### config.mk
export PLATFORM = sky130hd
export DESIGN_NAME = nmea_sentence_framer_core
export DESIGN_NICKNAME = d
export VERILOG_FILES = /design/src/rtl/nsf_pkg.sv /design/src/rtl/nsf_type_decode.sv /design/src/rtl/nsf_parse_core.sv /design/src/rtl/nsf_sentence_framer_core.sv
export SDC_FILE = /design/constraint.sdc
export NUM_CORES = 1
export LEC_CHECK = 0
export BUFFER_PORTS_ARGS = -buffer_cell sky130_fd_sc_hd__buf_2
export CORE_MARGIN = 3
export CORE_UTILIZATION = 50
export CTS_BUF_LIST = sky130_fd_sc_hd__clkbuf_4
export DETAILED_ROUTE_END_ITERATION = 6
export PLACE_DENSITY = 0.7
export REMOVE_ABC_BUFFERS = 1
export SYNTH_ARGS = -nofsm -noshare
export SYNTH_HDL_FRONTEND = slang
export SYNTH_SLANG_ARGS = --single-unit
### constraint.sdc
create_clock -name clk -period 9.86 [get_ports clk]
set_input_delay 0.986 -clock clk [delete_from_list [all_inputs] [get_ports clk]]
set_output_delay 0.986 -clock clk [all_outputs]
set_load 0.02 [all_outputs]
### src/rtl/nsf_pkg.sv
// Shared types and constants of the NMEA sentence framer.
package nsf_pkg;

  // Field count cap; the count is also held to 31 by the 5-bit output.
  localparam int FIELD_COUNT_LIMIT = 31;
  localparam logic [5:0] FIELD_CAP =
    (FIELD_COUNT_LIMIT < 31) ? 6'(FIELD_COUNT_LIMIT) : 6'd31;

  // Sentence type codes
  localparam logic [3:0] TYPE_UNKNOWN = 4'd0;
  localparam int         NUM_TYPES    = 8;

  // Status codes
  localparam logic [2:0] STATUS_OK        = 3'd0;
  localparam logic [2:0] STATUS_MISMATCH  = 3'd1;
  localparam logic [2:0] STATUS_NOT_HEX   = 3'd2;
  localparam logic [2:0] STATUS_TOO_LONG  = 3'd3;
  localparam logic [2:0] STATUS_FEW_FIELD = 3'd4;
  localparam logic [2:0] STATUS_UNKNOWN   = 3'd5;

  // Known three-letter types, in type code order starting at code 1
  localparam logic [23:0] TYPE_NAMES [NUM_TYPES] = '{
    "GGA", "GLL", "GSA", "GSV", "RMC", "VTG", "ZDA", "TXT"
  };
  localparam logic [4:0] TYPE_MIN_FIELDS [NUM_TYPES] = '{
    5'd10, 5'd7, 5'd3, 5'd4, 5'd10, 5'd8, 5'd5, 5'd2
  };

  // One result item
  typedef struct packed {
    logic [3:0]  sentence_type;
    logic [15:0] talker_id;
    logic [2:0]  status;
    logic [4:0]  num_fields;
    logic [7:0]  computed_checksum;
    logic [7:0]  received_checksum;
  } result_t;

  // Decoded sentence type
  typedef struct packed {
    logic       known;
    logic [3:0] code;
    logic [4:0] min_fields;
  } type_info_t;

endpackage

### src/rtl/nsf_type_decode.sv
// Sentence type lookup from the three type characters of the header.
module nsf_type_decode (
  input  logic [23:0]         type_chars,
  output nsf_pkg::type_info_t info
);

  // Compare against every known name; names are distinct
  always_comb begin
    info.known      = 1'b0;
    info.code       = nsf_pkg::TYPE_UNKNOWN;
    info.min_fields = 5'd0;
    for (int t = 0; t < nsf_pkg::NUM_TYPES; t++) begin
      if (type_chars == nsf_pkg::TYPE_NAMES[t]) begin
        info.known      = 1'b1;
        info.code       = 4'(t + 1);
        info.min_fields = nsf_pkg::TYPE_MIN_FIELDS[t];
      end
    end
  end

endmodule

### src/rtl/nsf_parse_core.sv
// Per-byte sentence parser: phase, header, checksum and comma tracking.
module nsf_parse_core (
  input  logic                 clk,
  input  logic                 rst_n,
  input  logic                 go,
  input  logic [7:0]           rx_byte,
  input  logic [7:0]           max_length,
  output logic                 emit,
  output nsf_pkg::result_t     result
);

  typedef enum logic [1:0] {PH_HUNT, PH_BODY, PH_DIG1, PH_DIG2} phase_t;

  localparam logic [7:0] CH_DOLLAR = 8'h24;
  localparam logic [7:0] CH_STAR   = 8'h2A;
  localparam logic [7:0] CH_COMMA  = 8'h2C;
  localparam logic [7:0] CH_CR     = 8'h0D;
  localparam logic [7:0] CH_LF     = 8'h0A;

  phase_t      phase_r, phase_nxt;
  logic [7:0]  pos_r, pos_nxt;
  logic [7:0]  hdr_r [5];
  logic [7:0]  hdr_nxt [5];
  logic [7:0]  xor_r, xor_nxt;
  logic        frozen_r, frozen_nxt;
  logic [4:0]  comma_r, comma_nxt;
  logic [3:0]  hi_r, hi_nxt;
  logic        derr_r, derr_nxt;

  logic [7:0]  lim;
  logic [8:0]  np;
  logic [8:0]  hdr_off;
  logic [5:0]  fields_full;
  logic [4:0]  fields;
  logic [3:0]  lo;
  logic [7:0]  rx_cs;
  nsf_pkg::type_info_t tinfo;

  function automatic logic is_hex(input logic [7:0] c);
    is_hex = (c >= 8'h30 && c <= 8'h39) || (c >= 8'h41 && c <= 8'h46) ||
             (c >= 8'h61 && c <= 8'h66);
  endfunction

  function automatic logic [3:0] hex_val(input logic [7:0] c);
    logic [3:0] v;
    v = 4'd0;
    if (c >= 8'h30 && c <= 8'h39)      v = c[3:0];
    else if (c >= 8'h41 && c <= 8'h46) v = c[3:0] + 4'd9;
    else if (c >= 8'h61 && c <= 8'h66) v = c[3:0] + 4'd9;
    hex_val = v;
  endfunction

  // Look up the type from header characters three to five
  nsf_type_decode u_type (
    .type_chars ({hdr_r[2], hdr_r[3], hdr_r[4]}),
    .info       (tinfo)
  );

  // Field count from commas, capped
  always_comb begin
    fields_full = {1'b0, comma_r} + 6'd1;
    if (fields_full > nsf_pkg::FIELD_CAP) fields = nsf_pkg::FIELD_CAP[4:0];
    else                                  fields = fields_full[4:0];
  end

  // Next state and result for the byte at the head of the pipe
  always_comb begin
    phase_nxt  = phase_r;
    pos_nxt    = pos_r;
    hdr_nxt    = hdr_r;
    xor_nxt    = xor_r;
    frozen_nxt = frozen_r;
    comma_nxt  = comma_r;
    hi_nxt     = hi_r;
    derr_nxt   = derr_r;
    emit       = 1'b0;

    lim     = (max_length < 8'd16) ? 8'd16 : max_length;
    np      = {1'b0, pos_r} + 9'd1;
    hdr_off = np - 9'd2;
    lo      = hex_val(rx_byte);
    rx_cs   = {hi_r, lo};

    result.sentence_type     = tinfo.code;
    result.talker_id         = {hdr_r[0], hdr_r[1]};
    result.status            = nsf_pkg::STATUS_OK;
    result.num_fields        = fields;
    result.computed_checksum = xor_r;
    result.received_checksum = 8'd0;

    priority if (rx_byte == CH_DOLLAR) begin
      // Start a new sentence
      pos_nxt    = 8'd1;
      hdr_nxt    = '{default: 8'd0};
      xor_nxt    = 8'd0;
      frozen_nxt = 1'b0;
      comma_nxt  = 5'd0;
      hi_nxt     = 4'd0;
      derr_nxt   = 1'b0;
      phase_nxt  = PH_BODY;
    end else if (phase_r == PH_HUNT) begin
      // Drop bytes outside a sentence
    end else if (np > {1'b0, lim}) begin
      // Over-long: report what was gathered and hunt again
      emit          = 1'b1;
      result.status = nsf_pkg::STATUS_TOO_LONG;
      phase_nxt     = PH_HUNT;
    end else begin
      pos_nxt = np[7:0];
      unique case (phase_r)
        PH_BODY: begin
          if (rx_byte == CH_STAR) begin
            phase_nxt = PH_DIG1;
          end else begin
            if (np >= 9'd2 && np <= 9'd6) hdr_nxt[hdr_off[2:0]] = rx_byte;
            if (rx_byte == CH_COMMA && comma_r != 5'd31) comma_nxt = comma_r + 5'd1;
            if (rx_byte == CH_CR || rx_byte == CH_LF) frozen_nxt = 1'b1;
            else if (!frozen_r) xor_nxt = xor_r ^ rx_byte;
          end
        end
        PH_DIG1: begin
          hi_nxt    = lo;
          derr_nxt  = !is_hex(rx_byte);
          phase_nxt = PH_DIG2;
        end
        PH_DIG2: begin
          emit                     = 1'b1;
          result.received_checksum = rx_cs;
          priority if (derr_r || !is_hex(rx_byte)) result.status = nsf_pkg::STATUS_NOT_HEX;
          else if (rx_cs != xor_r)                 result.status = nsf_pkg::STATUS_MISMATCH;
          else if (!tinfo.known)                   result.status = nsf_pkg::STATUS_UNKNOWN;
          else if (fields < tinfo.min_fields)      result.status = nsf_pkg::STATUS_FEW_FIELD;
          else                                     result.status = nsf_pkg::STATUS_OK;
          phase_nxt = PH_HUNT;
        end
        default: begin
          phase_nxt = PH_HUNT;
        end
      endcase
    end

    // Clear the sentence after any result
    if (emit) begin
      pos_nxt    = 8'd0;
      hdr_nxt    = '{default: 8'd0};
      xor_nxt    = 8'd0;
      frozen_nxt = 1'b0;
      comma_nxt  = 5'd0;
      hi_nxt     = 4'd0;
      derr_nxt   = 1'b0;
    end
  end

  // Hold parser state; advance on each processed byte
  always_ff @(posedge clk) begin
    if (!rst_n) begin
      phase_r  <= PH_HUNT;
      pos_r    <= 8'd0;
      hdr_r    <= '{default: 8'd0};
      xor_r    <= 8'd0;
      frozen_r <= 1'b0;
      comma_r  <= 5'd0;
      hi_r     <= 4'd0;
      derr_r   <= 1'b0;
    end else if (go) begin
      phase_r  <= phase_nxt;
      pos_r    <= pos_nxt;
      hdr_r    <= hdr_nxt;
      xor_r    <= xor_nxt;
      frozen_r <= frozen_nxt;
      comma_r  <= comma_nxt;
      hi_r     <= hi_nxt;
      derr_r   <= derr_nxt;
    end
  end

endmodule

### src/rtl/nsf_sentence_framer_core.sv
// Top level of the NMEA sentence framer: input register, parser, result register.
//
// Usage:
//   Input channel in_valid/in_ready carries one received character (in_rx_byte)
//   per item. Output channel out_valid/out_ready carries one result per
//   checksummed or over-long sentence: type, talker, status, field count and
//   both checksums. Most characters produce no result.
//   cfg_wr_en/cfg_wr_data write max_length (reset 255, values below 16 act
//   as 16); write it only while no sentence is in flight.
//   A character accepted into the input register is parsed there once the
//   result register can take a result; its result (if any) is then loaded
//   into the output register, which drives out_valid.
//   Throughput: one character per cycle unless a result waits on out_ready,
//   set by the single parse pass between the input and result registers.
//   Stall: while a result waits on out_ready, the input register holds one
//   more character and in_ready drops once it is full.
//   Reset (rst_n low, synchronous): both registers empty, parser hunting for
//   a dollar sign, max_length back to 255.
module nmea_sentence_framer_core (
  input  logic        clk,
  input  logic        rst_n,
  input  logic        in_valid,
  output logic        in_ready,
  input  logic [7:0]  in_rx_byte,
  output logic        out_valid,
  input  logic        out_ready,
  output logic [3:0]  out_sentence_type,
  output logic [15:0] out_talker_id,
  output logic [2:0]  out_status,
  output logic [4:0]  out_num_fields,
  output logic [7:0]  out_computed_checksum,
  output logic [7:0]  out_received_checksum,
  input  logic        cfg_wr_en,
  input  logic [7:0]  cfg_wr_data
);

  logic             in_vld_r;
  logic [7:0]       in_byte_r;
  logic [7:0]       max_len_r;
  logic             out_vld_r;
  nsf_pkg::result_t out_r;
  logic             adv;
  logic             emit;
  nsf_pkg::result_t result;

  // Parse the held byte when the result register can take a result
  assign adv      = in_vld_r && (!out_vld_r || out_ready);
  assign in_ready = !in_vld_r || adv;

  // Hold max_length
  always_ff @(posedge clk) begin
    if (!rst_n) begin
      max_len_r <= 8'd255;
    end else if (cfg_wr_en) begin
      max_len_r <= cfg_wr_data;
    end
  end

  // Input register
  always_ff @(posedge clk) begin
    if (!rst_n) begin
      in_vld_r <= 1'b0;
    end else if (in_ready) begin
      in_vld_r <= in_valid;
    end
  end

  always_ff @(posedge clk) begin
    if (in_valid && in_ready) begin
      in_byte_r <= in_rx_byte;
    end
  end

  nsf_parse_core u_core (
    .clk        (clk),
    .rst_n      (rst_n),
    .go         (adv),
    .rx_byte    (in_byte_r),
    .max_length (max_len_r),
    .emit       (emit),
    .result     (result)
  );

  // Result register
  always_ff @(posedge clk) begin
    if (!rst_n) begin
      out_vld_r <= 1'b0;
    end else if (adv && emit) begin
      out_vld_r <= 1'b1;
    end else if (out_ready) begin
      out_vld_r <= 1'b0;
    end
  end

  always_ff @(posedge clk) begin
    if (adv && emit) begin
      out_r <= result;
    end
  end

  assign out_valid             = out_vld_r;
  assign out_sentence_type     = out_r.sentence_type;
  assign out_talker_id         = out_r.talker_id;
  assign out_status            = out_r.status;
  assign out_num_fields        = out_r.num_fields;
  assign out_computed_checksum = out_r.computed_checksum;
  assign out_received_checksum = out_r.received_checksum;

endmodule
==> reports/results.txt <==
Crit path arrival time = 4.43 ns
CORE AREA = 0.0121 sq mm
Outcome = complete, no violations
Most instantiated cells after synthesis = dfxtp_1 (79), edfxtp_1 (52), nand2_1 (43)
Worst setup SP type = register
Distinct cells, synth = 82
Post-synth EDFFs = 52
Largest cells by area after synthesis = dfxtp_1 (26%), edfxtp_1 (25%), o2bb2ai_1 (5.2%), ha_1 (4.8%), nand2_1 (2.6%)
Remaining Overflow, GRT = 0
CTS tree = yes
Min cycle time layout = 3.99 ns
Post-Place Worst Slack = 5.93 ns
Peak VDD IR = 0.0614 mV
Worst-margin pin slew = 0.819 ns
WL/cell = 17.2 um
Slowest stage delay, CP = 0.69 ns
Drt first-iter violations = 291
Die Span X = 117 um
Crit path from = u_core.pos_r[0]
DR pass1 iterations = 4
Slew margin rel. = 0.454
CP Cell Sequence = ha_1 > nand3_1 > xnor2_1 > ha_1 > a211oi_1 > nand2_1 > o221ai_1 > nand2_1 > o311ai_2 > o21ai_2 > a32o_1
CTS buffer count = 17
# port buffers = 66
Reg2reg start = u_core.pos_r[0]
Die area = 0.0138 sq mm
YS warnings = 0
Most frequent cell after synthesis = dfxtp_1
Largest net degree at the start of global routing = 35
# IOs = 67
Final HPWL DP = 10.1 mm
Area growth syn-to-layout = 12.8%
Synth area leader = dfxtp_1
Post-synthesis area per instance = 11.2 sq um
Setup TNS = 0 ns
Ys async rst share = 0
Total Routing Usage GR = 0.212
Share of the synthesized area in the top cell type = 0.255
Final setup fails = 0
# diodes = 0
Max capacitance violation total = 0
Layout cell share with drive strength beyond 1 = 0.220
RSZ-0062 raised after global routing = false
Max Root-Sink Buffers = 2
GPL Wtd Cong = 0.954
Class of the worst hold path = register to register
Number of global-route vias before repair = 4,460
Synthesized instance count = 554
Antenna viol nets, final = 0
Htree depth = 4
Seq/Total Area, Yosys = 0.508
Final clock skew = 0.0198 ns
Final wirelength = 13.9 mm
Root Driver = clkbuf_4
Crit-path max FO = 13
Row cnt = 40
Period utilisation layout = 0.405
Max-slew violations = 0
WP data required = 10.29 ns
Starting Density = 0.513
Clock Latency Late Sink = 0.54 ns
Number of synthesized register bits = 131
Resized cells post-CTS = 0
Die Ht = 117 um
# DRC = 0
Vias per cell = 5.82
Hold_sp = u_core.result[29]
Slowest cell on crit path = dfxtp_1
Achievable frequency = 0.250 GHz
Class of the most critical setup path = register to register
Vias = 4,682
Pleak = 0.00262 uW
Post-CTS Setup Repair Bufs = 0
Initial antenna violation count = 0
Post-CTS Hold Buffers = 0
First-pass GRT wire length = 22.4 mm
Post-Syn Area = 0.00619 sq mm
Worst-path clk slew = 0.12 ns
Final number of hold-violating endpoints = 0
Final worst slack = 5.87 ns
Worst setup EP type = register
Power density cells = 143 mW/mm^2
Final #Nets = 669
Primary FF master, synth = dfxtp_1
CTS sink count = 131
==> logic make-up (layout without fill, tap and decap cells) <==
group / after synthesis / in the layout / share of synthesized area
compound gates: 125 / 125 / 0.179
xor+xnor: 21 / 21 / 0.0309
fa+ha+maj: 24 / 24 / 0.0485
buf+inv: 39 / 122 / 0.0267
flops: 131 / 131 / 0.508
mux: 10 / 10 / 0.0166
simple gates: 204 / 204 / 0.191
==> report_power, final <==
part           switching (uW)  internal, uW
combinational            26.4          14.9
sequential               9.95           564
clock                     205           182
total                     241           761
==> placed cells by master, fill, tap and decap left out, types with 7 or more instances in the layout <==
cell type / n
nand2b_1: 9
nor2_1: 40
buf_2: 66
nor2b_1: 7
nand3_1: 14
and2_1: 8
nand2_1: 43
a2111oi_2: 7
clkbuf_4: 18
a32o_1: 8
dfxtp_1: 79
inv_1: 22
xnor2_1: 18
edfxtp_1: 52
nor3_1: 16
mux2i_1: 8
ha_1: 24
o2bb2ai_1: 37
nand4_1: 11
a21oi_1: 10
==> final cells by class <==
| cell class | count | area, sq um |
|---|---|---|
| Multi-Input combinational cell | 384 | 2890 |
| Tap cell | 168 | 210 |
| Fill cell | 1013 | 5080 |
| Inverter | 23 | 86.3 |
| Clock inverter | 14 | 178 |
| Clock buffer | 18 | 135 |
| Sequential cell | 131 | 3140 |
| Timing Repair Buffer | 67 | 338 |
==> metrics by stage <==
step | hold WS [ns] | util | total power, uW | area (sq um) | instances
global route | 0.468 | 0.579 | 1040 | 6980 | 805
detailed placement | 0.421 | 0.553 | 627 | 6670 | 773
floorplan | 0.409 | - | 608 | 6110 | 538
finish | 0.451 | 0.579 | 1000 | 6980 | 805
global placement | 0.427 | 0.553 | 626 | 6670 | 773
CTS | 0.449 | 0.579 | 1010 | 6980 | 805
==> path summary, 6_finish.rpt <==
check / endpoint / slack (ns) / depth (start not counted)
worst max-delay path: u_core.hdr_r[21] / 5.87 / 11
worst min-delay path: out_talker_id[5] / 0.45 / 0
worst max register to register: u_core.hdr_r[21] / 5.87 / 11
worst min register to register: out_talker_id[5] / 0.45 / 0
==> critical path: cells and delay by family (launching register included) <==
family / cells / cell delay (ns)
AO/OA/AOI/OAI: 5 / 1.59
XOR/XNOR: 1 / 0.29
adder cells (fa/ha/maj): 2 / 0.70
flip-flops: 1 / 0.69
AND/OR/NAND/NOR: 3 / 0.60
==> layer usage <==
layer / wire (um) / GRT usage / part of all wire
met4: 323 / 0.0925 / 0.023
met5: 0 / 0 / 0
met2: 6490 / 0.345 / 0.47
met1: 6210 / 0.272 / 0.45
met3: 837 / 0.0463 / 0.060
==> state kept, by name, summed over array words and instances (netlist names) <==
register,flops
max_len_r,8
u_core.derr_r,1
out_status,3
u_core.frozen_r,1
u_core.hdr_r,24
out_talker_id,16
u_core.result,16
in_byte_r,8
u_core.comma_r,5
out_computed_checksum,8
u_core.pos_r,8
u_core.xor_r,8
out_num_fields,5
u_core.phase_r,2
out_received_checksum,8
out_valid,1
in_vld_r,1
u_core.hi_r,4
out_sentence_type,4
Note: power is estimated with default switching activity, not from simulation.
